--- config.mk ---
export PLATFORM = sky130hd
export DESIGN_NAME = murmur64a_byte_hash_top
export DESIGN_NICKNAME = d
export VERILOG_FILES = /design/src/design/mmh_pkg.sv /design/src/design/murmur64a_byte_hash_top.sv /design/src/design/mmh_queue.sv /design/src/design/mmh_front.sv /design/src/design/mmh_mul.sv /design/src/design/mmh_back.sv
export SDC_FILE = /design/constraint.sdc
export NUM_CORES = 2
export LEC_CHECK = 0
export BUFFER_PORTS_ARGS = -buffer_cell sky130_fd_sc_hd__buf_2
export CAP_MARGIN = 20
export CORE_MARGIN = 10
export CORE_UTILIZATION = 65
export DETAILED_ROUTE_END_ITERATION = 10
export GPL_ROUTABILITY_DRIVEN = 0
export PLACE_DENSITY_LB_ADDON = 0.15
export SLEW_MARGIN = 20
export SYNTH_ARGS = -nofsm -noshare
export SYNTH_HDL_FRONTEND = slang
export SYNTH_SLANG_ARGS = --single-unit
--- constraint.sdc ---
create_clock -name clock -period 9.3 [get_ports clock]
set_clock_uncertainty 0.05 [all_clocks]
set_input_delay 0.93 -clock clock [delete_from_list [all_inputs] [get_ports clock]]
set_output_delay 0.93 -clock clock [all_outputs]
set_load 0.02 [all_outputs]
--- src/design/mmh_pkg.sv ---
// ----------------------------------------------------------------------------
// mmh_pkg
// Shared types and constants for the 64-bit byte-string hash block.
// ----------------------------------------------------------------------------
package mmh_pkg;

   localparam logic [63:0] MIX_M    = 64'hc6a4a7935bd1e995;
   localparam logic [31:0] MIX_M_LO = MIX_M[31:0];
   localparam logic [31:0] MIX_M_HI = MIX_M[63:32];
   localparam logic [63:0] MIX_SEED = 64'h00000000e17a1465;
   localparam int unsigned MIX_R    = 47;

   typedef struct packed {
      logic [63:0] data_word;
      logic [3:0]  byte_count;
      logic        first_word;
      logic        last_word;
      logic [31:0] total_length;
   } req_type;

   typedef struct packed {
      logic [63:0] hash_value;
      logic        length_error;
   } rsp_type;

   typedef enum logic [1:0] {
      KIND_EMPTY,
      KIND_TAIL,
      KIND_FULL
   } kind_type;

   // one classified word waiting for the back end
   typedef struct packed {
      kind_type    kind;
      logic [63:0] word;
      logic        first;
      logic        last;
      logic [31:0] total;
      logic        err;
   } entry_type;

   typedef struct packed {
      logic empty;
      logic full;
   } queue_status_type;

   typedef struct packed {
      logic busy;
      logic pop;
   } back_status_type;

   typedef enum logic [3:0] {
      ST_IDLE,
      ST_SEED_I,
      ST_SEED_R,
      ST_K1_I,
      ST_K1_R,
      ST_K2_I,
      ST_K2_R,
      ST_H_I,
      ST_H_R,
      ST_FIN_I,
      ST_FIN_R
   } back_state_type;

endpackage

--- src/design/murmur64a_byte_hash_top.sv ---
// ----------------------------------------------------------------------------
// murmur64a_byte_hash_top
// 64-bit byte-string hash (seed 0xe17a1465) over little-endian 8-byte words.
//
// Request channel (req_valid/req_stall/req_data): one word per request with
// its byte count, first/last marks and, on the first word, the declared
// length. Response channel (rsp_valid/rsp_stall/rsp_data): one hash and an
// error flag per last word.
// The front end takes a request each cycle while its two-entry queue has
// room. The back end shares one two-stage 64-bit multiply-by-constant unit:
// it picks up a word from the queue, then runs one multiply to seed on a
// first word, three for a full word or one for a short word, and one to
// finalize on a last word. A response also waits for the words queued
// ahead of its last word.
// Reset clears the running hash, byte totals, queue and response valid flag.
// A stalled response holds its value; the back end waits at finalization and
// the queue fills, after which req_stall rises.
// ----------------------------------------------------------------------------
module murmur64a_byte_hash_top (
   input  logic             clock,
   input  logic             reset,
   input  logic             req_valid,
   output logic             req_stall,
   input  mmh_pkg::req_type req_data,
   output logic             rsp_valid,
   input  logic             rsp_stall,
   output mmh_pkg::rsp_type rsp_data
);
   import mmh_pkg::*;

   queue_status_type q_status;
   back_status_type  b_status;
   entry_type        push_entry;
   entry_type        q_head;
   logic             push;

   mmh_front u_front (
      .clock      (clock),
      .reset      (reset),
      .req_valid  (req_valid),
      .req_stall  (req_stall),
      .req_data   (req_data),
      .q_status   (q_status),
      .push       (push),
      .push_entry (push_entry)
   );

   mmh_queue u_queue (
      .clock      (clock),
      .reset      (reset),
      .push       (push),
      .push_entry (push_entry),
      .pop        (b_status.pop),
      .head       (q_head),
      .status     (q_status)
   );

   mmh_back u_back (
      .clock     (clock),
      .reset     (reset),
      .q_head    (q_head),
      .q_status  (q_status),
      .status    (b_status),
      .rsp_valid (rsp_valid),
      .rsp_stall (rsp_stall),
      .rsp_data  (rsp_data)
   );

   a_no_pop_empty: assert property (@(posedge clock) disable iff (reset)
      !(b_status.pop && q_status.empty))
      else $error("pop from empty queue");

   a_rsp_after_work: assert property (@(posedge clock) disable iff (reset)
      $rose(rsp_valid) |-> $past(b_status.busy))
      else $error("response without back-end work");

   // an empty middle word without a first mark needs no work
   a_pop_starts_work: assert property (@(posedge clock) disable iff (reset)
      b_status.pop && (q_head.first || q_head.last || q_head.kind != KIND_EMPTY)
      |=> b_status.busy)
      else $error("popped word not processed");

endmodule

--- src/design/mmh_queue.sv ---
// ----------------------------------------------------------------------------
// mmh_queue
// Two-entry queue of classified words between front and back end.
// ----------------------------------------------------------------------------
module mmh_queue (
   input  logic                      clock,
   input  logic                      reset,
   input  logic                      push,
   input  mmh_pkg::entry_type        push_entry,
   input  logic                      pop,
   output mmh_pkg::entry_type        head,
   output mmh_pkg::queue_status_type status
);
   import mmh_pkg::*;

   entry_type  mem [2];
   logic       wr_ptr_ff, wr_ptr_in;
   logic       rd_ptr_ff, rd_ptr_in;
   logic [1:0] count_ff, count_in;

   always_comb begin
      wr_ptr_in = wr_ptr_ff ^ push;
      rd_ptr_in = rd_ptr_ff ^ pop;
      count_in  = count_ff + 2'(push) - 2'(pop);
   end

   always_ff @(posedge clock) begin
      if (reset) begin
         wr_ptr_ff <= 1'b0;
         rd_ptr_ff <= 1'b0;
         count_ff  <= 2'd0;
      end else begin
         wr_ptr_ff <= wr_ptr_in;
         rd_ptr_ff <= rd_ptr_in;
         count_ff  <= count_in;
      end
   end

   always_ff @(posedge clock) begin
      if (push) begin
         mem[wr_ptr_ff] <= push_entry;
      end
   end

   assign head         = mem[rd_ptr_ff];
   assign status.empty = (count_ff == 2'd0);
   assign status.full  = (count_ff == 2'd2);

endmodule

--- src/design/mmh_front.sv ---
// ----------------------------------------------------------------------------
// mmh_front
// Accepts words, tracks byte totals and order faults, classifies each word.
// ----------------------------------------------------------------------------
module mmh_front (
   input  logic                      clock,
   input  logic                      reset,
   input  logic                      req_valid,
   output logic                      req_stall,
   input  mmh_pkg::req_type          req_data,
   input  mmh_pkg::queue_status_type q_status,
   output logic                      push,
   output mmh_pkg::entry_type        push_entry
);
   import mmh_pkg::*;

   logic [31:0] seen_ff, seen_in;
   logic [31:0] decl_ff, decl_in;
   logic        fault_ff, fault_in;

   logic [31:0] seen0;
   logic        fault0;
   logic [3:0]  cnt;
   logic [32:0] sum;
   logic [63:0] tail;

   assign req_stall = q_status.full;
   assign push      = req_valid && !req_stall;

   always_comb begin
      decl_in = req_data.first_word ? req_data.total_length : decl_ff;
      seen0   = req_data.first_word ? 32'd0 : seen_ff;
      fault0  = req_data.first_word ? 1'b0 : fault_ff;
      cnt     = (req_data.byte_count > 4'd8) ? 4'd8 : req_data.byte_count;
      fault_in = fault0 || (req_data.byte_count > 4'd8) ||
                 ((cnt < 4'd8) && !req_data.last_word);
      sum = {1'b0, seen0} + 33'(cnt);
      if (sum[32]) begin
         seen_in  = 32'hffffffff;
         fault_in = 1'b1;
      end else begin
         seen_in = sum[31:0];
      end

      for (int i = 0; i < 8; i++) begin
         tail[8*i +: 8] = (4'(i) < cnt) ? req_data.data_word[8*i +: 8] : 8'h00;
      end

      if (cnt == 4'd8) begin
         push_entry.kind = KIND_FULL;
         push_entry.word = req_data.data_word;
      end else if (cnt != 4'd0) begin
         push_entry.kind = KIND_TAIL;
         push_entry.word = tail;
      end else begin
         push_entry.kind = KIND_EMPTY;
         push_entry.word = 64'd0;
      end
      push_entry.first = req_data.first_word;
      push_entry.last  = req_data.last_word;
      push_entry.total = req_data.total_length;
      push_entry.err   = fault_in || (seen_in != decl_in);
   end

   always_ff @(posedge clock) begin
      if (reset) begin
         seen_ff  <= 32'd0;
         decl_ff  <= 32'd0;
         fault_ff <= 1'b0;
      end else if (push) begin
         seen_ff  <= seen_in;
         decl_ff  <= decl_in;
         fault_ff <= fault_in;
      end
   end

endmodule

--- src/design/mmh_mul.sv ---
// ----------------------------------------------------------------------------
// mmh_mul
// Two-stage multiply by the mix constant, low 64 bits of the product.
// ----------------------------------------------------------------------------
module mmh_mul (
   input  logic        clock,
   input  logic [63:0] operand,
   output logic [63:0] product
);
   import mmh_pkg::*;

   logic [63:0] pp_ll_ff;
   logic [31:0] pp_lh_ff;
   logic [31:0] pp_hl_ff;

   always_ff @(posedge clock) begin
      pp_ll_ff <= 64'(operand[31:0]) * 64'(MIX_M_LO);
      pp_lh_ff <= 32'(operand[31:0] * MIX_M_HI);
      pp_hl_ff <= 32'(operand[63:32] * MIX_M_LO);
   end

   assign product = pp_ll_ff + {pp_lh_ff + pp_hl_ff, 32'd0};

endmodule

--- src/design/mmh_back.sv ---
// ----------------------------------------------------------------------------
// mmh_back
// Sequencer that seeds, mixes, folds and finalizes the running hash.
// ----------------------------------------------------------------------------
module mmh_back (
   input  logic                      clock,
   input  logic                      reset,
   input  mmh_pkg::entry_type        q_head,
   input  mmh_pkg::queue_status_type q_status,
   output mmh_pkg::back_status_type  status,
   output logic                      rsp_valid,
   input  logic                      rsp_stall,
   output mmh_pkg::rsp_type          rsp_data
);
   import mmh_pkg::*;

   back_state_type state_ff, state_in;
   entry_type      ent_ff, ent_in;
   logic [63:0]    h_ff, h_in;
   logic [63:0]    opnd_ff, opnd_in;
   logic           rsp_valid_ff, rsp_valid_in;
   rsp_type        rsp_ff, rsp_in;

   entry_type      ent_cur;
   logic [63:0]    prod;
   logic [63:0]    h_rt;
   logic           route;
   logic           pop;

   mmh_mul u_mul (
      .clock   (clock),
      .operand (opnd_ff),
      .product (prod)
   );

   always_comb begin
      ent_cur      = (state_ff == ST_IDLE) ? q_head : ent_ff;
      state_in     = state_ff;
      ent_in       = ent_ff;
      h_in         = h_ff;
      opnd_in      = opnd_ff;
      rsp_valid_in = rsp_valid_ff && rsp_stall;
      rsp_in       = rsp_ff;
      h_rt         = h_ff;
      route        = 1'b0;
      pop          = 1'b0;

      case (state_ff)
         ST_IDLE: begin
            if (!q_status.empty) begin
               pop    = 1'b1;
               ent_in = q_head;
               if (q_head.first) begin
                  opnd_in  = {32'd0, q_head.total};
                  state_in = ST_SEED_I;
               end else begin
                  route = 1'b1;
               end
            end
         end
         ST_SEED_I: state_in = ST_SEED_R;
         ST_SEED_R: begin
            h_in  = MIX_SEED ^ prod;
            h_rt  = MIX_SEED ^ prod;
            route = 1'b1;
         end
         ST_K1_I: state_in = ST_K1_R;
         ST_K1_R: begin
            opnd_in  = prod ^ (prod >> MIX_R);
            state_in = ST_K2_I;
         end
         ST_K2_I: state_in = ST_K2_R;
         ST_K2_R: begin
            opnd_in  = h_ff ^ prod;
            state_in = ST_H_I;
         end
         ST_H_I: state_in = ST_H_R;
         ST_H_R: begin
            h_in = prod;
            if (ent_ff.last) begin
               opnd_in  = prod ^ (prod >> MIX_R);
               state_in = ST_FIN_I;
            end else begin
               state_in = ST_IDLE;
            end
         end
         ST_FIN_I: state_in = ST_FIN_R;
         ST_FIN_R: begin
            if (!rsp_valid_ff || !rsp_stall) begin
               rsp_valid_in        = 1'b1;
               rsp_in.hash_value   = prod ^ (prod >> MIX_R);
               rsp_in.length_error = ent_ff.err;
               state_in            = ST_IDLE;
            end
         end
         default: state_in = ST_IDLE;
      endcase

      if (route) begin
         case (ent_cur.kind)
            KIND_FULL: begin
               opnd_in  = ent_cur.word;
               state_in = ST_K1_I;
            end
            KIND_TAIL: begin
               opnd_in  = h_rt ^ ent_cur.word;
               state_in = ST_H_I;
            end
            default: begin
               if (ent_cur.last) begin
                  opnd_in  = h_rt ^ (h_rt >> MIX_R);
                  state_in = ST_FIN_I;
               end else begin
                  state_in = ST_IDLE;
               end
            end
         endcase
      end
   end

   always_ff @(posedge clock) begin
      if (reset) begin
         state_ff     <= ST_IDLE;
         h_ff         <= 64'd0;
         rsp_valid_ff <= 1'b0;
      end else begin
         state_ff     <= state_in;
         h_ff         <= h_in;
         rsp_valid_ff <= rsp_valid_in;
      end
   end

   always_ff @(posedge clock) begin
      ent_ff  <= ent_in;
      opnd_ff <= opnd_in;
      rsp_ff  <= rsp_in;
   end

   assign status.busy = (state_ff != ST_IDLE);
   assign status.pop  = pop;
   assign rsp_valid   = rsp_valid_ff;
   assign rsp_data    = rsp_ff;

endmodule

==> results.py <==
metrics = {
    "yosys": {
        "ys_seq_elements": 663,
        "synthArstFlopShare": 0,
        "synth_compound_area_frac": 0.107,
        "synth_top_area_frac": 0.233,
        "syn_inst": 6531,
        "synth.distinct_cells": 96,
        "synth-simple-area-share": 0.0776,
        "synth_xor_area_frac": 0.0511,
        "synth_top_family_by_area": "adder cells",
        "synth_mux_area_frac": 0.0239,
        "synthTopCellsByArea": "fa_1 23%, ha_1 17%, edfxtp_1 15%, dfxtp_1 10%, inv_1 7.5%",
        "ys_seq_area_frac": 0.253,
        "syn-num-nets": 8285,
        "synth-edff-count": 335,
        "ys.flop_type": "edfxtp_1",
        "synth_area_mm2": 0.0656,
        "synth-adder-area-share": 0.402,
        "synth_area_per_cell_um2": 10.0,
        "yosys.area.top_type": "fa_1",
        "ys.warnings.count": 0,
    },
    "timing": {
        "tightest_slew_ps": 1290,
        "finalHoldViolations": 0,
        "hold_slack_ps": 382,
        "period_needed_ps": 8390,
        "slew_viol_final": 0,
        "rsz0062_at_grt": "no",
        "setup_viol": 0,
        "fmax_mhz": 119,
        "finalSetupTns_ps": 0,
        "maxSlewHeadroom": 0.140,
        "finalCritPeriodShare": 0.903,
    },
    "finish": {
        "layout_commonest_cell": "inv_1",
        "finalInstanceArea_mm2": 0.0710,
        "area_growth_pct": 8.31,
        "instances_no_fill": 8074,
        "drive_gt1_frac": 0.0734,
        "final_nets": 8460,
        "layout_common_cells": "1306 x inv_1, 881 x ha_1, 765 x fa_1",
        "fillers": 7378,
    },
    "critical_path": {
        "cp.arrival_ps": 8930,
        "crit_required_ps": 9830,
        "worst-path-buf-inv": 6,
        "critPathSlowestCell": "dfxtp_1",
        "startpoint_type": "flip-flop",
        "path_max_fanout": 17,
        "worst_path_largest_cell_delay_ps": 920,
        "worstSetupPathType": "reg -> reg",
        "cp_top_family": "adder cells",
        "end_kind": "flip-flop",
    },
    "placed_design": {
        "dp_hpwl_mm": 163,
        "dpl.cell_count": 7925,
        "placed_cell_area_mm2": 0.0683,
        "place.port_buffers": 172,
    },
    "floorplan": {
        "dieArea_mm2": 0.114,
        "rows": 116,
        "start_util": 0.655,
        "dieHeight_um": 338,
        "core_mm2": 0.100,
        "die_w_um": 338,
        "ios": 173,
    },
    "route": {
        "wire_per_inst_um": 25.1,
        "drtIter0Drc": 5535,
        "drtAntennaViolNets": 0,
        "via_per_inst": 6.15,
        "first_pass_iters": 8,
        "route.vias.total": 49600,
        "wl_mm": 202,
        "route.detailed.drc": 0,
    },
    "global_routing": {
        "grt_pass1_wl_mm": 302,
        "grt_overflow": 0,
        "track_usage": 0.355,
        "antenna_found_initial": 10,
        "grt_pass1_vias": 49500,
        "grt_max_degree": 79,
    },
    "clock_tree": {
        "clock_path_buffers": 3,
        "clkLatencyLatePin_ps": 670,
        "clkSinkCount": 663,
        "post-cts-setup-buffer-count": 0,
        "hold_buffers": 0,
        "tritoncts": "done",
        "cts_root_buf": "clkbuf_16",
        "htree_num_levels": 3,
        "cts_buffers": 76,
        "path_clk_slew_ps": 60,
        "cts.repair.resized": 0,
    },
    "flow_run": {
        "drv_cap": 0,
    },
    "worst_hold_path": {
        "hp-class": "reg -> reg",
    },
    "status": {
        "status": "finished, final reports clean",
    },
}
## final cells by class
type                    count  area, um^2  area share
diodes                      7        17.5    0.000247
clock buffers              86        2010      0.0283
clock inverters            55         716      0.0101
inverters                1307        4910      0.0690
multi-input cells        4388       43500       0.613
flip-flops and latches    663       16600       0.234
well taps                1298        1620      0.0229
repair buffers            270        1620      0.0228
## worst reg2reg max path, delay by kind of cell, from the launching register on
| family | cells | cell delay, ps |
|---|---|---|
| fa+ha+maj | 9 | 4060 |
| flops | 1 | 920 |
| buf+inv | 6 | 340 |
| compound gates | 10 | 2850 |
| xor+xnor | 1 | 130 |
## per-layer routing
metal,up-vias,wire (um),track usage
li1,21900,-,-
met1,24000,75700,0.459
met2,3041,87800,0.528
met3,602,25300,0.110
met4,8,13500,0.198
met5,-,57,0
## metrics by stage
stage / worst slack [ps] / util
2_1_floorplan: 2050 / -
3_3_place_gp: 1300 / 0.682
3_5_place_dp: 1170 / 0.682
4_1_cts: 1120 / 0.709
5_1_grt: 719 / 0.709
6_report: 906 / 0.709
## cell families after synthesis
| group | after synthesis |
|---|---|
| AO/OA/AOI/OAI | 1095 |
| XOR/XNOR | 379 |
| adder cells (fa/ha/maj) | 1648 |
| buffers and inverters | 1480 |
| flip-flops | 663 |
| multiplexers | 151 |
| AND/OR/NAND/NOR | 1115 |
## synthesized netlist by cell type, drive strengths merged, types with 8 or more instances
library cell,instances
xnor2,289
edfxtp,335
a22oi,40
o22a,10
nand2,454
clkbuf,136
a311oi,8
mux2,40
o21bai,25
nand2b,21
inv,1306
nand3b,13
nor3,67
o21a,28
o32ai,8
buf,37
and3,35
o21ai,271
a21o,93
nor2b,81
nand3,60
a31oi,19
mux2i,111
o211ai,14
a2bb2oi,19
a32oi,14
fa,765
ha,883
nor3b,11
dfxtp,328
o22ai,28
a2111oi,11
nand4,16
o221ai,22
xor2,88
nor2,286
a211oi,33
nor4,13
or3,9
a221oi,51
a21oi,332
and2,26
## state kept, by name (all words and copies together) (netlist names), 62 cells and up
name                   count
u_queue.mem              202
u_back.ent_ff             68
u_back.rsp_data           65
u_back.h_ff               64
u_back.opnd_ff            64
u_back.u_mul.pp_ll_ff     62
## path summary, 6_finish.rpt
path / cells past startpoint / end / slack (ps) / startpoint
hold / removal: 0 / u_back.rsp_data[0]$_DFFE_PP_ / 380 / u_back.ent_ff[0]$_DFFE_PP_
setup reg to reg: 26 / u_back.u_mul.pp_ll_ff[62]$_DFF_P_ / 910 / u_back.opnd_ff[3]$_DFF_P_
setup / recovery: 26 / u_back.u_mul.pp_ll_ff[62]$_DFF_P_ / 910 / u_back.opnd_ff[3]$_DFF_P_
hold reg to reg: 0 / u_back.rsp_data[0]$_DFFE_PP_ / 380 / u_back.ent_ff[0]$_DFFE_PP_
Power is left out: the tool's default activity adds up to more than one toggle a clock period on the data nets, which glitch-free logic cannot reach.
